$ cat config.mk
export PLATFORM = sky130hd
export DESIGN_NAME = cs2s_q13
export DESIGN_NICKNAME = d
export VERILOG_FILES = /design/src/cs2s_pkg.sv /design/src/cs2s_q13.sv
export SDC_FILE = /design/constraint.sdc
export NUM_CORES = 1
export LEC_CHECK = 0
export ABC_AREA = 0
export BUFFER_PORTS_ARGS = -buffer_cell sky130_fd_sc_hd__buf_2
export CORE_ASPECT_RATIO = 1.25
export CORE_MARGIN = 10
export CORE_UTILIZATION = 25
export CTS_CLUSTER_SIZE = 40
export DETAILED_ROUTE_END_ITERATION = 8
export SLEW_MARGIN = 25
export SYNTH_ARGS = -nofsm -noshare
export SYNTH_HDL_FRONTEND = slang
export SYNTH_SLANG_ARGS = --single-unit
$ cat constraint.sdc
create_clock -name clk -period 8.5 [get_ports clk]
set_input_delay 0.425 -clock clk [delete_from_list [all_inputs] [get_ports clk]]
set_output_delay 0.425 -clock clk [all_outputs]
set_load 0.01 [all_outputs]
$ cat src/cs2s_pkg.sv
`timescale 1ns / 1ps
package cs2s_pkg;

  localparam int COORD_BITS       = 16;
  localparam int ANGLE_ITERATIONS = 16;
  localparam int GUARD_BITS       = 16;
  localparam int TABLE_LEN        = 32;
  localparam int IDX_W            = $clog2(TABLE_LEN);
  // guard bits plus headroom for quadrant swap and two CORDIC gains
  localparam int VEC_W            = COORD_BITS + GUARD_BITS + 4;
  localparam int ANG_W            = 34;
  localparam int CONST_W          = 31;
  localparam int GPROD_W          = COORD_BITS + 1 + CONST_W;
  localparam int GAIN_SHIFT       = 14;
  localparam int Q13_SHIFT        = 47;
  localparam int MAG_W            = 32;
  localparam int QPROD_W          = MAG_W + CONST_W;
  localparam int POLAR_W          = 15;
  localparam int AZ_W             = 16;

  localparam logic signed [ANG_W-1:0] BAM_HALF_PI = 34'sd1073741824;
  localparam logic signed [ANG_W-1:0] BAM_PI      = 34'sd2147483648;
  localparam logic [CONST_W-1:0]      PI_Q29      = 31'd1686629713;
  localparam logic [CONST_W-1:0]      GAIN_Q30    = 31'd1768195363;
  localparam logic signed [AZ_W-1:0]  Q13_PI      = 16'sd25736;
  localparam logic signed [AZ_W-1:0]  Q13_HALF_PI = 16'sd12868;
  localparam logic signed [AZ_W-1:0]  AZ_LOW      = -16'sd25735;

  typedef struct packed {
    logic signed [VEC_W-1:0] x;
    logic signed [VEC_W-1:0] y;
    logic signed [ANG_W-1:0] a;
  } cs2s_vec_t;

  typedef struct packed {
    logic                    valid;
    logic                    x_zero;
    logic                    y_zero;
    logic                    x_pos;
    logic                    y_pos;
    logic                    z_zero;
    logic                    z_neg;
    logic [GPROD_W-1:0]      gprod;
    logic signed [VEC_W-1:0] gainz;
    logic signed [ANG_W-1:0] phi_a;
  } cs2s_side_t;

  // atan(2^-i) in binary angle units, 2^32 per turn
  function automatic logic signed [ANG_W-1:0] atan_bam(input logic [IDX_W-1:0] i);
    logic signed [ANG_W-1:0] r;
    unique case (i)
      5'd0:  r = 34'sh020000000;
      5'd1:  r = 34'sh012E4051E;
      5'd2:  r = 34'sh009FB385B;
      5'd3:  r = 34'sh0051111D4;
      5'd4:  r = 34'sh0028B0D43;
      5'd5:  r = 34'sh00145D7E1;
      5'd6:  r = 34'sh000A2F61E;
      5'd7:  r = 34'sh000517C55;
      5'd8:  r = 34'sh00028BE53;
      5'd9:  r = 34'sh000145F2F;
      5'd10: r = 34'sh0000A2F98;
      5'd11: r = 34'sh0000517CC;
      5'd12: r = 34'sh000028BE6;
      5'd13: r = 34'sh0000145F3;
      5'd14: r = 34'sh00000A2FA;
      5'd15: r = 34'sh00000517D;
      5'd16: r = 34'sh0000028BE;
      5'd17: r = 34'sh00000145F;
      5'd18: r = 34'sh000000A30;
      5'd19: r = 34'sh000000518;
      5'd20: r = 34'sh00000028C;
      5'd21: r = 34'sh000000146;
      5'd22: r = 34'sh0000000A3;
      5'd23: r = 34'sh000000051;
      5'd24: r = 34'sh000000029;
      5'd25: r = 34'sh000000014;
      5'd26: r = 34'sh00000000A;
      5'd27: r = 34'sh000000005;
      5'd28: r = 34'sh000000003;
      5'd29: r = 34'sh000000001;
      5'd30: r = 34'sh000000001;
      default: r = '0;
    endcase
    return r;
  endfunction

endpackage

$ cat src/cs2s_q13.sv
`timescale 1ns / 1ps
module cs2s_q13
  import cs2s_pkg::*;
(
  input  logic                    clk,
  input  logic signed [ANG_W-1:0] a,
  output logic signed [AZ_W-1:0]  q
);

  logic [ANG_W-1:0]   mag;
  logic [MAG_W-1:0]   mag_sat;
  logic [QPROD_W-1:0] prod;
  logic               neg;
  logic [QPROD_W-1:0] rounded;
  logic [AZ_W-1:0]    r;

  always_comb begin
    mag = (a < 0) ? ANG_W'(-a) : ANG_W'(a);
    // clamp magnitude to pi
    if (mag > ANG_W'(BAM_PI)) mag_sat = MAG_W'(BAM_PI);
    else                      mag_sat = mag[MAG_W-1:0];
  end

  always_ff @(posedge clk) begin
    prod <= QPROD_W'(mag_sat) * QPROD_W'(PI_Q29);
    neg  <= a < 0;
  end

  always_comb begin
    rounded = prod + (QPROD_W'(1) << (Q13_SHIFT - 1));
    r       = AZ_W'(rounded >> Q13_SHIFT);
    q       = neg ? -$signed(r) : $signed(r);
  end

endmodule

==> flow_metrics.py, run 1 <==
metrics = {
    "run_status": {
        "status": "finished, violations left",
        "violations": "setup timing",
    },
    "global_route": {
        "grt-ovfl-total": 0,
        "grt_pass1_wl_um": 89100,
        "grt_max_degree": 19,
        "globalRouteTotalUtil_pct": 13.6,
        "grt_pass1_vias": 16500,
        "antenna_violations_before_repair": 0,
    },
    "power": {
        "seq_power_share_pct": 1.5,
        "total_power_mw": 10.7,
        "internal-power_mw": 5.53,
        "ir_drop_uv": 484,
        "power_switching_mw": 5.14,
        "power_switching_share_pct": 48.2,
        "clock_power_share_pct": 0.9,
        "pwr-share-comb_pct": 97.6,
        "power_leakage_nw": 13.6,
        "p_per_area_nw_per_um2": 417,
    },
    "detailed_routing": {
        "routed_wire_length_per_instance_um": 16.4,
        "drt_pass1_iterations": 5,
        "drt_initial_violations": 513,
        "final_antenna_net_count": 0,
        "viasPerCell": 4.37,
        "routed_wl_um": 56400,
        "drc_violations_left": 0,
        "routed-via-count": 15100,
    },
    "cells_and_area": {
        "filler_cell_count": 7203,
        "post_route_core_utilization_pct": 35.6,
        "antenna-diode-count": 0,
        "final-seq-area_um2": 360,
        "area_growth_pct": 41.1,
        "final_layout_size_suffix_gt1_share_pct": 36.9,
        "multi_input_combinational_cell_area_um2": 17400,
        "finalNetCount": 3241,
        "post_layout_nonfiller_instances": 3442,
    },
    "sta": {
        "timing.max_slew.rel_slack_pct": 43.3,
        "max_slew_violation_count": 0,
        "timing.final.setup_violations": 17,
        "setup_repair_after_global_routing_missed_its_margin": "true",
        "finalCritPeriodShare_pct": 107,
        "final.setup.worst_slack_ns": -0.620,
        "tightest_slew_ns": 0.849,
        "finalHoldViolCount": 0,
        "achievable-frequency_ghz": 0.110,
        "period_minus_slack_ns": 9.12,
        "fin_worst_hold_slack_ns": 0.727,
    },
    "synthesis": {
        "synth.ff_latch_count": 18,
        "netlist_instances": 1948,
        "synthXorXnorAreaFrac_pct": 5.43,
        "synth_mux_area_share_pct": 0.228,
        "post_synth_and_or_nand_nor_area_fraction_pct": 8.40,
        "yosysSeqAreaShare_pct": 1.99,
        "yosys_most_used_dff": "dfxtp_1",
        "synthesis.yosys.warnings": 0,
        "yosys.cell_types.count": 75,
        "synth_compound_area_share_pct": 8.67,
        "synth-edff-count": 0,
        "postSynthAreaPerCell_um2": 9.31,
        "total_standard_cell_area_after_synthesis_um2": 18100,
        "yosys-top-cells-area": "fa_1, ha_1, inv_1, xnor2_1, xor2_1",
        "synth-async-reset-ratio_pct": 0,
        "synth_top_family_by_area": "adder cells",
        "synthDominantCellAreaShare_pct": 37.1,
        "netlist.top_cell.by_area": "fa_1",
        "post_synth_fa_ha_maj_area_fraction_pct": 63.2,
        "postSynthNetCount": 2697,
    },
    "placed_design": {
        "routabilityCongestion": 0.942,
        "number_of_buffers_inserted_by_port_buffering": 50,
        "placed_cells_incl_taps": 3368,
        "post_dp_hpwl_um": 50800,
        "dp_slack_ns": -1.54,
    },
    "cts": {
        "post_cts_hold_buffer_count": 0,
        "cts_tree": "built",
        "max-clock-path-buffers": 2,
        "path_clk_slew_ns": 0.05,
        "tritoncts_num_sinks": 18,
        "cts-buffers-inserted": 3,
        "h-tree-depth": 1,
        "cts-root-buf": "clkbuf_16",
    },
    "critical_path": {
        "cp-end-kind": "flip-flop",
        "crit_path_top_delay_cell": "fa_2",
        "critPathKind": "primary input to flip-flop",
        "critical_path_buf_inv_count": 12,
        "crit_start_category": "primary input",
        "timing.critical_path.max_delay_family": "adder cells",
        "worst_ep_required_time_ns": 8.67,
        "worst_path_largest_cell_delay_ns": 0.61,
        "data_arrival_time_of_the_critical_path_ns": 9.29,
        "worst-path-max-fanout": 7,
    },
    "die": {
        "row_count": 110,
        "floorplan_die_area_um2": 83800,
        "placeableCoreArea_um2": 72000,
        "initial_core_util_pct": 25.2,
        "top_level_ports": 51,
        "die_width_um": 261,
        "die_height_um": 321,
    },
    "min_path": {
        "timing.hold.worst.class": "primary input to flip-flop",
    },
    "job": {
        "drv.max_cap_violation_count": 0,
    },
}
-- synthesized netlist by cell type, types with 19 or more instances --
cell type and n:
nand2_1 64, xnor2_1 54, nand4_1 19, a21oi_1 59, fa_1 336, xor2_1 54, nand3_1 31, a21o_1 48
ha_1 378, nor2_1 60, inv_1 550, o21ai_0 38
-- final timing paths --
check   from               end  slack (ns)  cells after the start
max     a[0]  prod[59]$_DFF_P_       -0.62                     40
min    a[33]       neg$_DFF_P_        0.73                      3
-- power by group through the flow --
stage,Clock (mW),Combinational (mW),Sequential (mW)
6_report,0.0919,10.4,0.164
5_1_grt,0.0965,11.4,0.169
4_1_cts,0.0937,9.72,0.164
3_5_place_dp,0,8.65,0.165
3_3_place_gp,0,8.56,0.165
2_1_floorplan,0,5.23,0.155
-- layout make-up --
type / count / share of cell area, %
multi-input combinational: 1353 / 68.2
timing repair buffer: 565 / 17.0
inverter: 551 / 8.41
tap: 952 / 4.65
sequential: 18 / 1.41
clock buffer: 3 / 0.293
-- metal layers --
layer	track usage [%]	part of all wire (%)	vias to the layer above
li1	-	-	7262
met1	16.0	40	7461
met2	24.6	52	229
met3	0.995	2.3	102
met4	6.18	6.0	0
met5	0	0	-
-- what timing repair did --
item / CTS / global route
gates cloned: 0 / 1
buffers inserted: 40 / 38
setup endpoints to repair: 17 / 17
pin swaps: 102 / 194
gates resized for setup: 144 / 164
-- worst min-delay path: stages --
cell,delay [ns]
buf_2,0.14
buf_12,0.14
buf_4,0.19
-- logic make-up after synthesis --
kind of cell	after synthesis
AOI/OAI and AO/OA	233
xor gates and xnor gates	110
adders and majority gates	715
buffers and inverters	577
DFF	18
muxes	4
and+or+nand+nor	291
-- layout by cell type (no fill, tap or decap), types with 35 or more instances in the layout --
| cell type | netlist | layout |
|---|---|---|
| fa_1 | 336 | 294 |
| inv_2 | 1 | 51 |
| buf_2 | 7 | 48 |
| ha_4 | 0 | 79 |
| xnor2_1 | 54 | 46 |
| xor2_1 | 54 | 51 |
| a21oi_1 | 59 | 35 |
| buf_4 | 2 | 478 |
| inv_1 | 550 | 478 |
| ha_1 | 378 | 291 |
| a21o_1 | 48 | 48 |
| fa_2 | 0 | 42 |
| nor2_1 | 60 | 42 |
| nand2_1 | 64 | 57 |
-- state kept, by name, indices dropped and copies added (netlist names) --
name  cells
neg       1
prod     17
-- per-stage QoR --
stage,area [µm²],setup TNS (ns)
floorplan,18800,-0.761
global placement,23500,-19.82
detailed placement,23500,-21.56
CTS,24500,-7.65
global route,25600,-12.80
finish,25600,-6.53
Power figures use the tool's default switching activity.
==> run 2, diff against run 1 <==
==> constraint.sdc (replaced) <==
create_clock -name clk -period 11.5 [get_ports clk]
set_input_delay 0.575 -clock clk [delete_from_list [all_inputs] [get_ports clk]]
set_output_delay 0.575 -clock clk [all_outputs]
set_load 0.01 [all_outputs]
==> flow_metrics.py, run 2 (same netlist as run 1, synthesis figures left out) <==
metrics = {
    "die": {
        "initial_core_util_pct": 25.2,
        "floorplan_die_area_um2": 83800,
        "placeableCoreArea_um2": 72000,
        "die_width_um": 261,
        "row_count": 110,
        "die_height_um": 321,
        "top_level_ports": 51,
    },
    "power": {
        "power_switching_mw": 2.67,
        "pwr-share-comb_pct": 95.7,
        "seq_power_share_pct": 2.6,
        "clock_power_share_pct": 1.7,
        "power_switching_share_pct": 57.9,
        "power_leakage_nw": 11.2,
        "internal-power_mw": 1.94,
        "p_per_area_nw_per_um2": 233,
        "ir_drop_uv": 185,
    },
    "cts": {
        "cts_tree": "built",
        "max-clock-path-buffers": 2,
        "tritoncts_num_sinks": 18,
        "post_cts_hold_buffer_count": 0,
        "cts-buffers-inserted": 3,
        "cts-root-buf": "clkbuf_16",
        "h-tree-depth": 1,
        "cts_repair_resize_count": 0,
        "postCtsSetupRepairBufs": 0,
        "path_clk_slew_ns": 0.06,
    },
    "detailed_routing": {
        "final_antenna_net_count": 0,
        "viasPerCell": 4.46,
        "drt_pass1_iterations": 5,
        "routed-via-count": 13200,
        "drt_initial_violations": 560,
        "routed_wl_um": 50300,
        "drc_violations_left": 0,
        "routed_wire_length_per_instance_um": 17.0,
    },
    "global_route": {
        "antenna_violations_before_repair": 1,
        "grt-ovfl-total": 0,
        "grt_pass1_vias": 14200,
        "globalRouteTotalUtil_pct": 12.2,
        "grt_max_degree": 33,
        "grt_pass1_wl_um": 79300,
    },
    "cells_and_area": {
        "postLayoutCellArea_um2": 19800,
        "area_growth_pct": 8.94,
        "largest_reg_flops": 17,
        "finalNetCount": 2752,
        "top_register": "prod",
        "layout_commonest_cell": "inv_1",
        "mostFrequentLayoutCells": "inv_1, ha_1, fa_1, nand2_1, nor2_1",
        "biggestRegsByFlops": "prod (17), neg (1)",
        "final_layout_size_suffix_gt1_share_pct": 5.44,
    },
    "sta": {
        "period_minus_slack_ns": 10.85,
        "setup_repair_after_global_routing_missed_its_margin": "false",
        "finalCritPeriodShare_pct": 94.3,
        "timing.final.setup_violations": 0,
        "timing.max_slew.rel_slack_pct": 23.4,
        "achievable-frequency_ghz": 0.0922,
        "finalHoldViolCount": 0,
        "max_slew_violation_count": 0,
        "final.setup.tns_ns": 0,
        "tightest_slew_ns": 1.14,
    },
    "min_path": {
        "hold_path_depth": 2,
        "hold_start": "a[33]",
        "timing.hold.worst.class": "primary input to flip-flop",
        "hold_end": "neg$_DFF_P_",
    },
    "placed_design": {
        "number_of_buffers_inserted_by_port_buffering": 50,
        "post_dp_hpwl_um": 46200,
        "routabilityCongestion": 0.959,
        "placed_instance_area_um2": 19700,
    },
    "critical_path": {
        "critPathKind": "primary input to flip-flop",
        "worst_path_largest_cell_delay_ns": 0.62,
        "worst-path-max-fanout": 20,
        "worst_ep_required_time_ns": 11.64,
        "data_arrival_time_of_the_critical_path_ns": 10.99,
        "crit_start_category": "primary input",
        "crit_path_top_delay_cell": "o31a_1",
        "cp-end-kind": "flip-flop",
    },
    "run_status": {
        "status": "finished clean",
    },
    "job": {
        "drv.max_cap_violation_count": 0,
    },
}
run 2: metal layers:
layer  share of wire, %  up-vias  global-route usage, %
met3                3.9       97                   1.43
met4                4.8        0                   5.26
li1                   -     6276                      -
met1                 40     6525                   14.4
met5                  0        -                      0
met2                 51      281                   21.9
run 2: stage by stage:
stage / cells / hold slack (ns) / power [mW] / util (%) / worst slack [ns]
CTS: 2954 / 0.878 / 4.66 / 27.4 / 0.741
finish: 2955 / 0.885 / 4.60 / 27.4 / 0.650
floorplan: 1948 / 0.603 / 3.27 / - / 1.99
global placement: 2950 / 1.14 / 4.53 / 27.3 / 0.583
global route: 2954 / 0.910 / 5.20 / 27.4 / 0.157
detailed placement: 2950 / 1.14 / 4.52 / 27.3 / 0.500
run 2: final cells by class:
cell class                      count  area [µm²]
Fill cell                        7688       52200
Clock buffer                        4        88.8
Sequential cell                    18         360
Timing Repair Buffer               76         445
Multi-Input combinational cell   1353       15600
Tap cell                          952        1190
Inverter                          551        2070
Antenna cell                        1        2.50
run 2: worst max path at each step:
stage,startpoint,to,cells past startpoint
after global placement,a[0],prod[61]$_DFF_P_,37
final,a[0],prod[61]$_DFF_P_,35
after CTS,a[0],prod[56]$_DFF_P_,37
after floorplan,a[0],prod[62]$_DFF_P_,34
after detailed placement,a[0],prod[62]$_DFF_P_,35
after global routing,a[0],prod[56]$_DFF_P_,37
run 2: critical path: cells and delay by family:
kind	cells	cell delay, ns
fa+ha+maj	10	4.37
simple gates	8	2.66
compound gates	8	2.13
buf+inv	7	0.91
xor+xnor	2	0.32
run 2: power groups by stage:
stage / registers [mW] / clock network, mW / logic, mW
after floorplan: 0.115 / 0 / 3.16
after detailed placement: 0.122 / 0 / 4.39
after global routing: 0.125 / 0.0811 / 4.99
after global placement: 0.123 / 0 / 4.41
final: 0.121 / 0.0772 / 4.40
after CTS: 0.121 / 0.0788 / 4.46
==> run 3, diff against run 2 <==
--- a/config.mk
+++ b/config.mk
@@ -12,6 +12,7 @@
 export CORE_UTILIZATION = 25
 export CTS_CLUSTER_SIZE = 40
 export DETAILED_ROUTE_END_ITERATION = 8
+export RECOVER_POWER = 50
 export SLEW_MARGIN = 25
 export SYNTH_ARGS = -nofsm -noshare
 export SYNTH_HDL_FRONTEND = slang
==> constraint.sdc (replaced) <==
create_clock -name clk -period 11.5 [get_ports clk]
set_input_delay 2.3 -clock clk [delete_from_list [all_inputs] [get_ports clk]]
set_output_delay 2.3 -clock clk [all_outputs]
set_load 0.01 [all_outputs]
==> flow_metrics.py, run 3 (same netlist as run 1, synthesis figures left out) <==
metrics = {
    "sta": {
        "period_minus_slack_ns": 11.22,
        "finalCritPeriodShare_pct": 97.6,
        "timing.final.setup_violations": 0,
        "achievable-frequency_ghz": 0.0891,
        "max_slew_violation_count": 0,
        "fin_worst_hold_slack_ns": 2.34,
        "finalHoldViolCount": 0,
        "timing.max_slew.rel_slack_pct": 38.2,
        "tightest_slew_ns": 0.921,
    },
    "cells_and_area": {
        "mostFrequentLayoutCells": "inv_1, ha_1, buf_4, fa_1, nand2_1",
        "final_layout_size_suffix_gt1_share_pct": 20.9,
        "filler_cell_count": 7523,
        "largest_reg_flops": 17,
        "layout_commonest_cell": "inv_1",
        "multi_input_combinational_cell_area_um2": 16000,
        "postLayoutCellArea_um2": 22600,
        "post_route_core_utilization_pct": 31.4,
        "antenna-diode-count": 0,
        "final-seq-area_um2": 360,
        "finalNetCount": 3069,
        "top_register": "prod",
        "area_growth_pct": 24.6,
        "biggestRegsByFlops": "prod (17), neg (1)",
    },
    "detailed_routing": {
        "drt_initial_violations": 619,
        "routed_wire_length_per_instance_um": 16.7,
        "routed_wl_um": 54700,
        "drc_violations_left": 0,
        "final_antenna_net_count": 0,
        "routed-via-count": 14400,
        "drt_pass1_iterations": 5,
        "viasPerCell": 4.39,
    },
    "power": {
        "p_per_area_nw_per_um2": 275,
        "power_leakage_nw": 12.7,
        "ir_drop_uv": 298,
        "total_power_mw": 6.22,
    },
    "critical_path": {
        "crit_path_top_delay_cell": "fa_1",
        "worst_ep_required_time_ns": 11.64,
        "critPathKind": "primary input to flip-flop",
        "worst_path_largest_cell_delay_ns": 0.57,
        "worst-path-max-fanout": 7,
        "data_arrival_time_of_the_critical_path_ns": 11.36,
        "crit_start_category": "primary input",
        "cp-end-kind": "flip-flop",
        "timing.critical_path.mode_cell": "buf_4",
    },
    "die": {
        "row_count": 110,
        "placeableCoreArea_um2": 72000,
        "floorplan_die_area_um2": 83800,
        "top_level_ports": 51,
        "die_height_um": 321,
        "die_width_um": 261,
        "initial_core_util_pct": 25.2,
    },
    "placed_design": {
        "number_of_buffers_inserted_by_port_buffering": 50,
        "placed_instance_area_um2": 21900,
        "post_dp_hpwl_um": 50300,
        "routabilityCongestion": 0.957,
    },
    "global_route": {
        "grt_pass1_vias": 15300,
        "grt_pass1_wl_um": 85500,
        "antenna_violations_before_repair": 1,
        "globalRouteTotalUtil_pct": 13.2,
        "grt_max_degree": 22,
        "grt-ovfl-total": 0,
    },
    "cts": {
        "max-clock-path-buffers": 2,
        "tritoncts_num_sinks": 18,
        "cts_tree": "built",
        "h-tree-depth": 1,
        "post_cts_hold_buffer_count": 0,
        "cts-buffers-inserted": 3,
        "cts-root-buf": "clkbuf_16",
        "path_clk_slew_ns": 0.05,
    },
    "min_path": {
        "timing.hold.worst.class": "primary input to flip-flop",
        "hold_start": "a[33]",
        "hold_path_depth": 1,
        "hold_end": "neg$_DFF_P_",
    },
    "job": {
        "drv.max_cap_violation_count": 0,
    },
    "run_status": {
        "status": "finished clean",
    },
}
run 3: worst max-delay path by stage:
stage	to	from	slack, ns
2_1_floorplan	prod[62]$_DFF_P_	a[0]	0.26
4_1_cts	prod[61]$_DFF_P_	a[0]	0.003
3_3_place_gp	prod[61]$_DFF_P_	a[1]	-0.43
6_report	prod[61]$_DFF_P_	a[1]	0.28
3_5_place_dp	prod[61]$_DFF_P_	a[1]	-0.46
5_1_grt	prod[62]$_DFF_P_	a[1]	-0.06
run 3: per-layer routing:
| metal | wire length, µm | vias to the layer above | track usage [%] |
|---|---|---|---|
| met2 | 29200 | 264 | 24.5 |
| li1 | - | 6910 | - |
| met1 | 21700 | 7113 | 15.5 |
| met3 | 1520 | 77 | 0.940 |
| met4 | 2210 | 2 | 4.85 |
| met5 | 17 | - | 0 |
run 3: critical path, delay by kind of cell:
kind | cells | cell delay [ns]
buf+inv | 12 | 1.56
fa+ha+maj | 10 | 4.09
compound gates | 7 | 1.64
xor+xnor | 1 | 0.12
simple gates | 8 | 1.65
run 3: report_power, final:
group          switching [mW]  total, mW  internal (mW)  leakage [nW]
clock                  0.0226     0.0684         0.0457        0.0370
sequential             0.0255      0.121         0.0959         0.151
combinational            3.17       6.03           2.86          12.5
run 3: repair_timing:
item,CTS,global route
gates resized for setup,6,99
gates cloned,0,0
pin swaps,4,53
setup endpoints to repair,9,17
buffers inserted,2,25
run 3: layout make-up:
cell class / instances / share of cell area [%]
well taps: 952 / 5.27
flip-flops and latches: 18 / 1.59
clock buffers: 3 / 0.332
repair buffers: 393 / 12.8
multi-input cells: 1353 / 70.8
inverters: 551 / 9.21
run 3: stage by stage:
step	instances	TNS, ns	setup WS (ns)
6_report	3270	0	0.279
5_1_grt	3270	-0.219	-0.0639
4_1_cts	3246	0	0.00345
3_5_place_dp	3241	-4.36	-0.462
3_3_place_gp	3241	-3.68	-0.430
2_1_floorplan	1948	0	0.262
