## config.mk

```make
export PLATFORM = sky130hd
export DESIGN_NAME = cs2s_prerot
export DESIGN_NICKNAME = d
export VERILOG_FILES = /design/src/cs2s_pkg.sv /design/src/cs2s_prerot.sv
export SDC_FILE = /design/constraint.sdc
export NUM_CORES = 1
export LEC_CHECK = 0
export ABC_AREA = 1
export BUFFER_PORTS_ARGS = -buffer_cell sky130_fd_sc_hd__buf_4
export CAP_MARGIN = 40
export CORE_MARGIN = 2
export CORE_UTILIZATION = 25
export DETAILED_ROUTE_END_ITERATION = 12
export GPL_TIMING_DRIVEN = 0
export PLACE_DENSITY = 0.44
export SETUP_SLACK_MARGIN = 0.02
export SYNTH_ARGS = -nofsm -noshare
export SYNTH_HDL_FRONTEND = slang
export SYNTH_SLANG_ARGS = --single-unit
export TNS_END_PERCENT = 5
```

## constraint.sdc

```tcl
create_clock -name clk -period 1.6 [get_ports clk]
set_input_delay 0.16 -clock clk [delete_from_list [all_inputs] [get_ports clk]]
set_output_delay 0.16 -clock clk [all_outputs]
set_load 0.02 [all_outputs]
```

## src/cs2s_pkg.sv

```systemverilog
`timescale 1ns / 1ps
package cs2s_pkg;

  localparam int COORD_BITS       = 16;
  localparam int ANGLE_ITERATIONS = 16;
  localparam int GUARD_BITS       = 16;
  localparam int TABLE_LEN        = 32;
  localparam int IDX_W            = $clog2(TABLE_LEN);
  // guard bits plus headroom for quadrant swap and two CORDIC gains
  localparam int VEC_W            = COORD_BITS + GUARD_BITS + 4;
  localparam int ANG_W            = 34;
  localparam int CONST_W          = 31;
  localparam int GPROD_W          = COORD_BITS + 1 + CONST_W;
  localparam int GAIN_SHIFT       = 14;
  localparam int Q13_SHIFT        = 47;
  localparam int MAG_W            = 32;
  localparam int QPROD_W          = MAG_W + CONST_W;
  localparam int POLAR_W          = 15;
  localparam int AZ_W             = 16;

  localparam logic signed [ANG_W-1:0] BAM_HALF_PI = 34'sd1073741824;
  localparam logic signed [ANG_W-1:0] BAM_PI      = 34'sd2147483648;
  localparam logic [CONST_W-1:0]      PI_Q29      = 31'd1686629713;
  localparam logic [CONST_W-1:0]      GAIN_Q30    = 31'd1768195363;
  localparam logic signed [AZ_W-1:0]  Q13_PI      = 16'sd25736;
  localparam logic signed [AZ_W-1:0]  Q13_HALF_PI = 16'sd12868;
  localparam logic signed [AZ_W-1:0]  AZ_LOW      = -16'sd25735;

  typedef struct packed {
    logic signed [VEC_W-1:0] x;
    logic signed [VEC_W-1:0] y;
    logic signed [ANG_W-1:0] a;
  } cs2s_vec_t;

  typedef struct packed {
    logic                    valid;
    logic                    x_zero;
    logic                    y_zero;
    logic                    x_pos;
    logic                    y_pos;
    logic                    z_zero;
    logic                    z_neg;
    logic [GPROD_W-1:0]      gprod;
    logic signed [VEC_W-1:0] gainz;
    logic signed [ANG_W-1:0] phi_a;
  } cs2s_side_t;

  // atan(2^-i) in binary angle units, 2^32 per turn
  function automatic logic signed [ANG_W-1:0] atan_bam(input logic [IDX_W-1:0] i);
    logic signed [ANG_W-1:0] r;
    unique case (i)
      5'd0:  r = 34'sh020000000;
      5'd1:  r = 34'sh012E4051E;
      5'd2:  r = 34'sh009FB385B;
      5'd3:  r = 34'sh0051111D4;
      5'd4:  r = 34'sh0028B0D43;
      5'd5:  r = 34'sh00145D7E1;
      5'd6:  r = 34'sh000A2F61E;
      5'd7:  r = 34'sh000517C55;
      5'd8:  r = 34'sh00028BE53;
      5'd9:  r = 34'sh000145F2F;
      5'd10: r = 34'sh0000A2F98;
      5'd11: r = 34'sh0000517CC;
      5'd12: r = 34'sh000028BE6;
      5'd13: r = 34'sh0000145F3;
      5'd14: r = 34'sh00000A2FA;
      5'd15: r = 34'sh00000517D;
      5'd16: r = 34'sh0000028BE;
      5'd17: r = 34'sh00000145F;
      5'd18: r = 34'sh000000A30;
      5'd19: r = 34'sh000000518;
      5'd20: r = 34'sh00000028C;
      5'd21: r = 34'sh000000146;
      5'd22: r = 34'sh0000000A3;
      5'd23: r = 34'sh000000051;
      5'd24: r = 34'sh000000029;
      5'd25: r = 34'sh000000014;
      5'd26: r = 34'sh00000000A;
      5'd27: r = 34'sh000000005;
      5'd28: r = 34'sh000000003;
      5'd29: r = 34'sh000000001;
      5'd30: r = 34'sh000000001;
      default: r = '0;
    endcase
    return r;
  endfunction

endpackage

```

## src/cs2s_prerot.sv

```systemverilog
`timescale 1ns / 1ps
module cs2s_prerot
  import cs2s_pkg::*;
(
  input  logic      clk,
  input  cs2s_vec_t v_in,
  output cs2s_vec_t v_out
);

  cs2s_vec_t v_next;

  // rotate into the right half plane by +/- pi/2
  always_comb begin
    v_next = v_in;
    if (v_in.x < 0) begin
      if (v_in.y >= 0) begin
        v_next.x = v_in.y;
        v_next.y = -v_in.x;
        v_next.a = v_in.a + BAM_HALF_PI;
      end else begin
        v_next.x = -v_in.y;
        v_next.y = v_in.x;
        v_next.a = v_in.a - BAM_HALF_PI;
      end
    end
  end

  always_ff @(posedge clk) begin
    v_out <= v_next;
  end

endmodule

```

==> results of run 1 <==
[per-stage QoR]
step / TNS (ns) / worst slack, ns
2_1_floorplan: 0 / 0.1288
3_3_place_gp: -1.176 / -0.1342
3_5_place_dp: -1.289 / -0.1424
4_1_cts: 0 / 0.2380
5_1_grt: 0 / 0.07512
6_report: 0 / 0.2076
[power groups by stage]
stage	Sequential [mW]	Clock (mW)	Combinational (mW)
global placement	2.98	0	1.69
CTS	2.92	2.61	1.75
finish	2.92	2.51	1.75
detailed placement	2.98	0	1.68
floorplan	3.26	0	0.546
global route	2.94	2.70	1.89
[Yosys cell counts, drive strengths merged]
master    n
nand2   221
dfxtp   106
nor2     99
nand3    90
o21ai    78
inv      51
xor2     17
xnor2    16
buf      15
nand4    13
clkbuf   10
a21oi     7
nand3b    4
ha        3
o22ai     3
a31oi     1
clkinv    1
nor3      1
o211ai    1
o31ai     1
[worst max path at each step]
stage	start	end	slack, ns
5_1_grt	v_in[70]	v_out[56]	0.08
3_3_place_gp	v_in[70]	v_out[54]	-0.13
3_5_place_dp	v_in[70]	v_out[54]	-0.14
6_report	v_in[70]	v_out[54]	0.21
2_1_floorplan	v_in[69]	v_out[32]	0.13
4_1_cts	v_in[70]	v_out[54]	0.24
[per-layer routing]
metal / vias up / wire (um) / global-route usage (%)
met5: - / 0 / 0
met4: 0 / 311 / 5.192
met3: 16 / 1330 / 3.292
met2: 213 / 9525 / 30.82
met1: 2573 / 10260 / 28.24
li1: 2883 / - / -
[kinds of logic (layout without fill, tap and decap cells)]
logic type | after synthesis | after routing
and+or+nand+nor | 428 | 428
DFF | 106 | 106
AOI/OAI and AO/OA | 91 | 91
buffers and inverters | 77 | 335
xor gates and xnor gates | 33 | 33
adders and majority gates | 3 | 3
[layout make-up]
| type | count | area, um^2 |
|---|---|---|
| multi-input cells | 555 | 2663 |
| flip-flops and latches | 106 | 2122 |
| fillers | 2221 | 12480 |
| clock buffers | 10 | 239.0 |
| well taps | 270 | 337.8 |
| repair buffers | 242 | 1897 |
| inverters | 52 | 197.7 |
| plain buffers | 25 | 138.9 |
| clock inverters | 6 | 96.34 |
[cell usage in the layout, fill, tap and decap left out, drive strengths merged]
cell / count
a21oi: 7
a31oi: 1
buf: 225
bufinv: 2
clkbuf: 20
clkinv: 2
dfxtp: 106
dlygate4sd3: 32
ha: 3
inv: 54
nand2: 221
nand3: 90
nand3b: 4
nand4: 13
nor2: 99
nor3: 1
o211ai: 1
o21ai: 78
o22ai: 3
o31ai: 1
xnor2: 16
xor2: 17
==> flow_metrics.py, run 1 <==
metrics = {
    "worst_setup_path": {
        "slowest_stage": "nor2_4",
        "crit_chain": "buf_4 > inv_1 > ha_1 > nand2_1 > nand2_2 > nand2_2 > nor2_4 > nand3_1 > nand3_1 > o21ai_0",
        "end_kind": "flop",
        "crit_path_start_kind": "input pin",
        "worst-setup-path-type": "input pin to flop",
        "crit_cells": 10,
        "path_delay_family": "simple AND/OR/NAND/NOR gates",
        "critPathBufInv": 2,
        "critPathRequiredTime_ns": 1.80,
        "cp_max_fo": 10,
        "max_stage_delay_ns": 0.33,
        "cp_data_arrival_time_ns": 1.60,
    },
    "power": {
        "total_power_mw": 7.178,
        "p_switching_mw": 2.158,
        "sw_frac_of_total_pct": 30.06,
        "powerDensity_nw_per_um2": 933.2,
        "power_frac_seq_pct": 40.6,
        "power_frac_comb_pct": 24.3,
        "p_clk_share_pct": 35.0,
        "p_int_mw": 5.020,
        "max-vdd-ir-drop_v": 0.0004422,
        "p_leak_nw": 3.618,
    },
    "clock_network": {
        "cts.clk_slew.worst_paths_ns": 0.07,
        "cts_buffers": 9,
        "ctsResizeCount": 0,
        "root_buffer": "clkbuf_16",
        "cts_tree": "built",
        "clock-sinks": 106,
        "clockBufferDepth": 2,
        "cts_setup_buffers": 0,
        "htreeDepth": 3,
        "hold_buffers": 32,
    },
    "global_routing": {
        "grt_pass1_wl_um": 32300,
        "grt_overflow_total": 0,
        "grt_pass1_vias": 5529,
        "grtUsageTotal_pct": 19.75,
        "antenna_found_initial": 0,
        "grt_max_degree": 19,
    },
    "timing": {
        "whs_ns": 0.01000,
        "rsz0062_at_grt": "no",
        "max_slew_margin_pct": 46.65,
        "min_period_ns": 1.392,
        "slew_viol_final": 0,
        "timing.final.crit_share_pct": 87.03,
        "setup_viol": 0,
        "hold_viol": 0,
        "tightest_slew_ns": 0.8002,
        "max_freq_ghz": 0.7182,
    },
    "cells_and_area": {
        "drive_above_1_share_pct": 27.11,
        "antenna_cells": 0,
        "instances_no_fill": 1266,
        "top_regs": "v_out: 106 flops",
        "final_area_um2": 7691,
        "area_growth_pct": 50.18,
        "nets": 1101,
        "final_util_pct": 38.13,
        "top_register": "v_out",
        "largest_register_ffs": 106,
    },
    "synth": {
        "avgSynthCellArea_um2": 6.939,
        "synthXorXnorAreaFrac_pct": 5.644,
        "synth_top_area_share_pct": 41.44,
        "synth-seq-area-share_pct": 41.44,
        "synthMuxAreaShare_pct": 0,
        "post-synth-top-area-cell": "dfxtp_1",
        "synth_compound_area_share_pct": 9.333,
        "netlist_instances": 738,
        "synth_nets": 848,
        "synth-seq-cells": 106,
        "synth_adder_area_share_pct": 0.7330,
        "synth_simple_gate_area_share_pct": 36.28,
        "synth_area_leaders": "dfxtp_1 (41%), nand2_1 (16%), nand3_1 (8.4%)",
        "netlist_area_um2": 5121,
        "synth_warnings": 0,
        "synth.distinct_cells": 30,
        "synth_top_family_by_area": "simple AND/OR/NAND/NOR gates",
    },
    "floorplan": {
        "die_h_um": 147.1,
        "rows": 52,
        "dieArea_um2": 21650,
        "core_area_um2": 20170,
        "io_pins": 213,
        "initial_core_util_pct": 25.39,
        "die_w_um": 147.1,
    },
    "detailed_routing": {
        "wl_um": 21430,
        "postRouteAntennaNets": 0,
        "avgViaCountPerCell": 4.491,
        "detail_route.wl_per_cell_um": 16.93,
        "drc": 0,
        "drt-initial-drc-count": 371,
        "dr.pass1.iters": 5,
        "via_count": 5685,
    },
    "flow_run": {
        "cap_violations": 0,
    },
    "min_path": {
        "hp-start": "v_in[30]",
        "worstHoldPathCells": 2,
        "min_to": "v_out[30]",
        "hold_path.class": "input pin to flop",
    },
    "place": {
        "placed_area_um2": 7036,
        "dpl.cell_count": 1218,
        "gp_congestion": 0.9206,
        "numPortBuffers": 210,
        "place_hpwl_um": 17010,
    },
    "outcome": {
        "status": "completed",
    },
}
(Power assumes the default switching activity.)
==> inputs of run 2 (changes only) <==
- ABC_AREA: 1 -> unset
- PLACE_DENSITY: 0.44 -> 0.45
==> flow_metrics.py, run 2 <==
metrics = {
    "outcome": {
        "status": "complete, but fails checks",
        "violations": "setup timing",
    },
    "synth": {
        "synth_top_family_by_area": "simple AND/OR/NAND/NOR gates",
        "netlist_instances": 522,
        "synth.distinct_cells": 42,
        "synth_top_area_share_pct": 46.06,
        "synth_nets": 632,
        "synth_commonest_cells": "dfxtp_1 (106), nor2_1 (93), a21oi_1 (79)",
        "synth_edf_count": 0,
        "synthMuxAreaShare_pct": 0.8963,
        "post-synth-top-area-cell": "dfxtp_1",
        "netlist_area_um2": 4607,
        "synthXorXnorAreaFrac_pct": 13.12,
        "yosysMostFrequentCell": "dfxtp_1",
        "synth_adder_area_share_pct": 0.8148,
        "synthFlopType": "dfxtp_1",
        "avgSynthCellArea_um2": 8.826,
        "synth-seq-area-share_pct": 46.06,
        "async_reset_ff_share_pct": 0,
        "synth_compound_area_share_pct": 16.30,
        "synth-seq-cells": 106,
        "synth_area_leaders": "dfxtp_1 (46%), a21oi_1 (8.6%), nor2_1 (7.6%)",
        "synth_simple_gate_area_share_pct": 19.69,
        "synth_warnings": 0,
    },
    "floorplan": {
        "core_area_um2": 18020,
        "die_h_um": 139.8,
        "rows": 49,
        "initial_core_util_pct": 25.56,
        "die_w_um": 139.8,
        "io_pins": 213,
        "dieArea_um2": 19530,
    },
    "cells_and_area": {
        "instances_no_fill": 1017,
        "drive_above_1_share_pct": 35.66,
        "largest_register_ffs": 106,
        "top_register": "v_out",
        "nets": 894,
        "final_area_um2": 7411,
        "top_regs": "v_out: 106 flops",
        "antenna_cells": 0,
        "final_cell_mix": "buf_4 (218), dfxtp_1 (106), nor2_1 (93), a21oi_1 (78), xnor2_1 (36)",
        "final_util_pct": 41.11,
        "layout_commonest_cell": "buf_4",
        "area_growth_pct": 60.86,
    },
    "worst_setup_path": {
        "cp-endpoint": "v_out[104]",
        "cp_data_arrival_time_ns": 1.90,
        "end_kind": "flop",
        "cp_max_fo": 7,
        "startpoint": "v_in[35]",
        "worst-setup-path-type": "input pin to flop",
        "critPathRequiredTime_ns": 1.83,
        "crit_path_start_kind": "input pin",
    },
    "detailed_routing": {
        "drt-initial-drc-count": 239,
        "via_count": 4751,
        "wl_um": 18290,
        "postRouteAntennaNets": 0,
        "avgViaCountPerCell": 4.672,
        "drc": 0,
        "dr.pass1.iters": 5,
        "detail_route.wl_per_cell_um": 17.98,
    },
    "global_routing": {
        "antenna_found_initial": 0,
        "grt_max_degree": 19,
        "grt_overflow_total": 0,
        "grt_pass1_wl_um": 27590,
        "grtUsageTotal_pct": 18.21,
        "grt_pass1_vias": 4821,
    },
    "place": {
        "dpl.cell_count": 960,
        "place_hpwl_um": 13880,
        "placed_area_um2": 6495,
        "pre_cts_ws_ns": -0.6565,
        "gp_congestion": 0.8311,
        "numPortBuffers": 209,
    },
    "timing": {
        "tightest_slew_ns": 0.6759,
        "timing.final.crit_share_pct": 104.3,
        "slew_viol_final": 0,
        "hold_viol": 0,
        "min_period_ns": 1.670,
        "setup_tns_ns": -0.1027,
        "rsz0062_at_grt": "yes",
        "max_slew_margin_pct": 54.94,
        "layout_setup_ws_ns": -0.06954,
        "setup_viol": 2,
        "whs_ns": 0.06427,
        "max_freq_ghz": 0.5990,
    },
    "power": {
        "max-vdd-ir-drop_v": 0.0005625,
        "powerDensity_nw_per_um2": 929.4,
        "p_leak_nw": 3.172,
        "total_power_mw": 6.888,
    },
    "clock_network": {
        "root_buffer": "clkbuf_16",
        "cts_buffers": 9,
        "cts.clk_slew.worst_paths_ns": 0.08,
        "clockBufferDepth": 2,
        "cts_tree": "built",
        "htreeDepth": 3,
        "clock-sinks": 106,
    },
    "flow_run": {
        "cap_violations": 0,
    },
    "min_path": {
        "hold_path.class": "input pin to flop",
    },
}
run 2: worst min-delay path by stage:
| stage | cells after the start | start | to | slack (ns) |
|---|---|---|---|---|
| final | 3 | v_in[70] | v_out[34] | 0.06 |
| after global routing | 2 | v_in[31] | v_out[31] | 0.06 |
| after CTS | 3 | v_in[70] | v_out[34] | 0.05 |
| after detailed placement | 1 | v_in[13] | v_out[13] | 0.27 |
| after global placement | 1 | v_in[27] | v_out[27] | 0.26 |
| after floorplan | 0 | v_in[0] | v_out[0] | 0.19 |
run 2: kinds of logic (layout without fill, tap and decap cells):
family,Yosys count,after routing
fa+ha+maj,3,3
xor+xnor,69,69
compound gates,129,129
buf+inv,38,304
mux,4,4
simple gates,173,173
flops,106,106
run 2: where the power goes:
group	total (mW)	internal (mW)	switching (mW)	leakage [nW]
registers	2.94	2.87	0.0731	0.894
logic	1.67	0.757	0.910	2.13
clock network	2.28	1.23	1.05	0.144
run 2: what timing repair did:
action | 4_1_cts | 5_1_grt
gates resized for setup | 19 | 21
endpoints found under the setup margin | 36 | 42
hold endpoints to repair | 33 | 0
pin swaps | 6 | 10
hold buffers | 33 | 0
setup buffers | 0 | 9
run 2: layout make-up:
class | count | area [um^2]
Buffer | 29 | 133.9
Clock buffer | 9 | 225.2
Clock inverter | 6 | 75.07
Fill cell | 1827 | 10610
Inverter | 9 | 33.78
Multi-Input combinational cell | 378 | 2567
Sequential cell | 106 | 2122
Tap cell | 229 | 286.5
Timing Repair Buffer | 251 | 1967
run 2: layer usage:
metal | part of all wire (%) | vias up | global-route usage, %
li1 | - | 2341 | -
met1 | 46 | 2217 | 23.80
met2 | 47 | 182 | 30.27
met3 | 6.2 | 11 | 4.474
met4 | 0.92 | 0 | 4.421
met5 | 0 | - | 0
run 2: worst max-delay path, cell delays in order:
cell and delay, ns:
buf_4 0.13, inv_2 0.07, ha_4 0.12, nor2b_4 0.24
nand2_4 0.11, or4_4 0.56, o21ba_1 0.20, a221o_1 0.31
==> inputs of run 3 (changes only) <==
- CTS_BUF_LIST: unset -> sky130_fd_sc_hd__clkbuf_16
- REMOVE_ABC_BUFFERS: unset -> 1
==> flow_metrics.py, run 3 (synthesis gave the netlist of run 2 again) <==
metrics = {
    "power": {
        "max-vdd-ir-drop_v": 0.0007468,
        "power_frac_comb_pct": 24.1,
        "power_frac_seq_pct": 43.5,
        "p_int_mw": 4.715,
        "powerDensity_nw_per_um2": 908.0,
        "p_leak_nw": 3.200,
        "p_clk_share_pct": 32.4,
        "sw_frac_of_total_pct": 29.97,
        "p_switching_mw": 2.018,
    },
    "floorplan": {
        "dieArea_um2": 19530,
        "die_w_um": 139.8,
        "rows": 49,
        "io_pins": 213,
        "core_area_um2": 18020,
        "die_h_um": 139.8,
        "initial_core_util_pct": 25.56,
    },
    "cells_and_area": {
        "nets": 885,
        "area_growth_pct": 60.97,
        "final_util_pct": 41.14,
        "final_cell_mix": "buf_4 (236), dfxtp_1 (106), nor2_1 (92), a21oi_1 (79), xnor2_1 (36)",
        "top_regs": "v_out: 106 flops",
        "largest_register_ffs": 106,
        "layout_commonest_cell": "buf_4",
        "final_area_um2": 7416,
        "top_register": "v_out",
        "nFillCells": 1826,
        "antenna_cells": 0,
        "drive_above_1_share_pct": 37.44,
    },
    "timing": {
        "setup_tns_ns": -0.02233,
        "max_freq_ghz": 0.6164,
        "min_period_ns": 1.622,
        "hold_viol": 0,
        "slew_viol_final": 0,
        "timing.final.crit_share_pct": 101.4,
        "whs_ns": 0.03427,
        "setup_viol": 1,
        "layout_setup_ws_ns": -0.02233,
        "tightest_slew_ns": 0.8240,
        "max_slew_margin_pct": 45.07,
        "rsz0062_at_grt": "yes",
    },
    "detailed_routing": {
        "dr.pass1.iters": 5,
        "wl_met2_um": 7773,
        "wl_um": 16190,
        "top_layer": "met4",
        "via_count": 4623,
        "met1Wirelength_um": 7030,
        "postRouteAntennaNets": 0,
        "detail_route.wl_per_cell_um": 16.04,
        "avgViaCountPerCell": 4.582,
        "wl_met3_um": 1178,
        "drt-initial-drc-count": 178,
        "drc": 0,
    },
    "place": {
        "place_hpwl_um": 11840,
        "numPortBuffers": 212,
        "gp_congestion": 0.8235,
        "placed_area_um2": 6411,
    },
    "worst_setup_path": {
        "critPathRequiredTime_ns": 1.84,
        "cp_data_arrival_time_ns": 1.87,
        "worst-setup-path-type": "input pin to flop",
        "startpoint": "v_in[41]",
        "cp_max_fo": 5,
        "end_kind": "flop",
        "crit_top_cell": "buf_4",
        "crit_chain": "buf_4 > nor4_4 > buf_4 > nand3_4 > or4_4 > o21ba_4 > a221o_1",
        "slowest_stage": "or4_4",
        "max_stage_delay_ns": 0.55,
        "crit_path_start_kind": "input pin",
    },
    "outcome": {
        "violations": "setup timing",
        "status": "complete, but fails checks",
    },
    "clock_network": {
        "cts_buffers": 9,
        "clockBufferDepth": 2,
        "root_buffer": "clkbuf_16",
        "cts.clk_slew.worst_paths_ns": 0.08,
        "htreeDepth": 3,
        "cts_tree": "built",
        "clock-sinks": 106,
    },
    "global_routing": {
        "grtUsageTotal_pct": 16.17,
        "grt_pass1_wl_um": 24830,
        "grt_max_degree": 89,
        "antenna_found_initial": 0,
        "grt_pass1_vias": 4510,
        "grt_overflow_total": 0,
    },
    "min_path": {
        "hold_path.class": "input pin to flop",
        "worstHoldPathCells": 3,
        "hp-start": "v_in[70]",
    },
    "flow_run": {
        "cap_violations": 0,
    },
}
==> run 3: cell types whose count changed in the layout (fill, tap and decap cells not counted), moves of 2 or more <==
cell	delta
nor3_2	-2
nor3_1	+2
clkbuf_1	-24
buf_4	+18
inv_2	-2
inv_1	+3
==> run 3: worst paths after layout <==
check / endpoint / slack [ns]
max: v_out[104] / -0.02
min: v_out[34] / 0.03
==> run 3: cell type report <==
| type | instances | area, um^2 | share of cell area (%) |
|---|---|---|---|
| Multi-Input combinational cell | 378 | 2539 | 34.23 |
| Inverter | 9 | 33.78 | 0.4555 |
| Timing Repair Buffer | 271 | 2150 | 28.99 |
| Tap cell | 229 | 286.5 | 3.864 |
| Clock buffer | 9 | 225.2 | 3.037 |
| Clock inverter | 7 | 60.06 | 0.8099 |
| Sequential cell | 106 | 2122 | 28.61 |
==> run 3: repair_timing <==
action | in CTS | in global routing
setup endpoints to repair | 43 | 27
pin swaps | 8 | 8
gates resized for setup | 17 | 14
hold buffers | 33 | 0
endpoints found under the hold margin | 33 | 0
setup buffers | 11 | 14
gates cloned | 0 | 0
==> run 3: power by group through the flow <==
stage / combinational, mW / sequential (mW) / clock (mW)
after floorplan: 0.387 / 3.28 / 0
after CTS: 1.61 / 2.94 / 2.29
after global routing: 1.75 / 2.96 / 2.38
after global placement: 1.51 / 2.99 / 0
final: 1.62 / 2.93 / 2.18
after detailed placement: 1.52 / 2.99 / 0
==> run 3: metrics by stage <==
stage,cells,setup slack (ns),total power [mW]
2_1_floorplan,493,-0.2759,3.667
3_3_place_gp,934,-1.341,4.500
3_5_place_dp,935,-0.9630,4.512
4_1_cts,995,-0.1416,6.831
5_1_grt,1009,-0.07903,7.084
6_report,1009,-0.02233,6.733
==> run 3: per-layer routing <==
| metal | up-vias | global-route usage [%] |
|---|---|---|
| li1 | 2324 | - |
| met1 | 2112 | 19.94 |
| met2 | 174 | 27.39 |
| met3 | 13 | 4.852 |
| met4 | 0 | 4.474 |
| met5 | - | 0 |
==> run 3: worst max-delay path, delay by kind of cell <==
kind                   cells  cell delay, ns
AOI/OAI and AO/OA          2            0.47
buffers and inverters      2            0.30
and+or+nand+nor            3            0.92
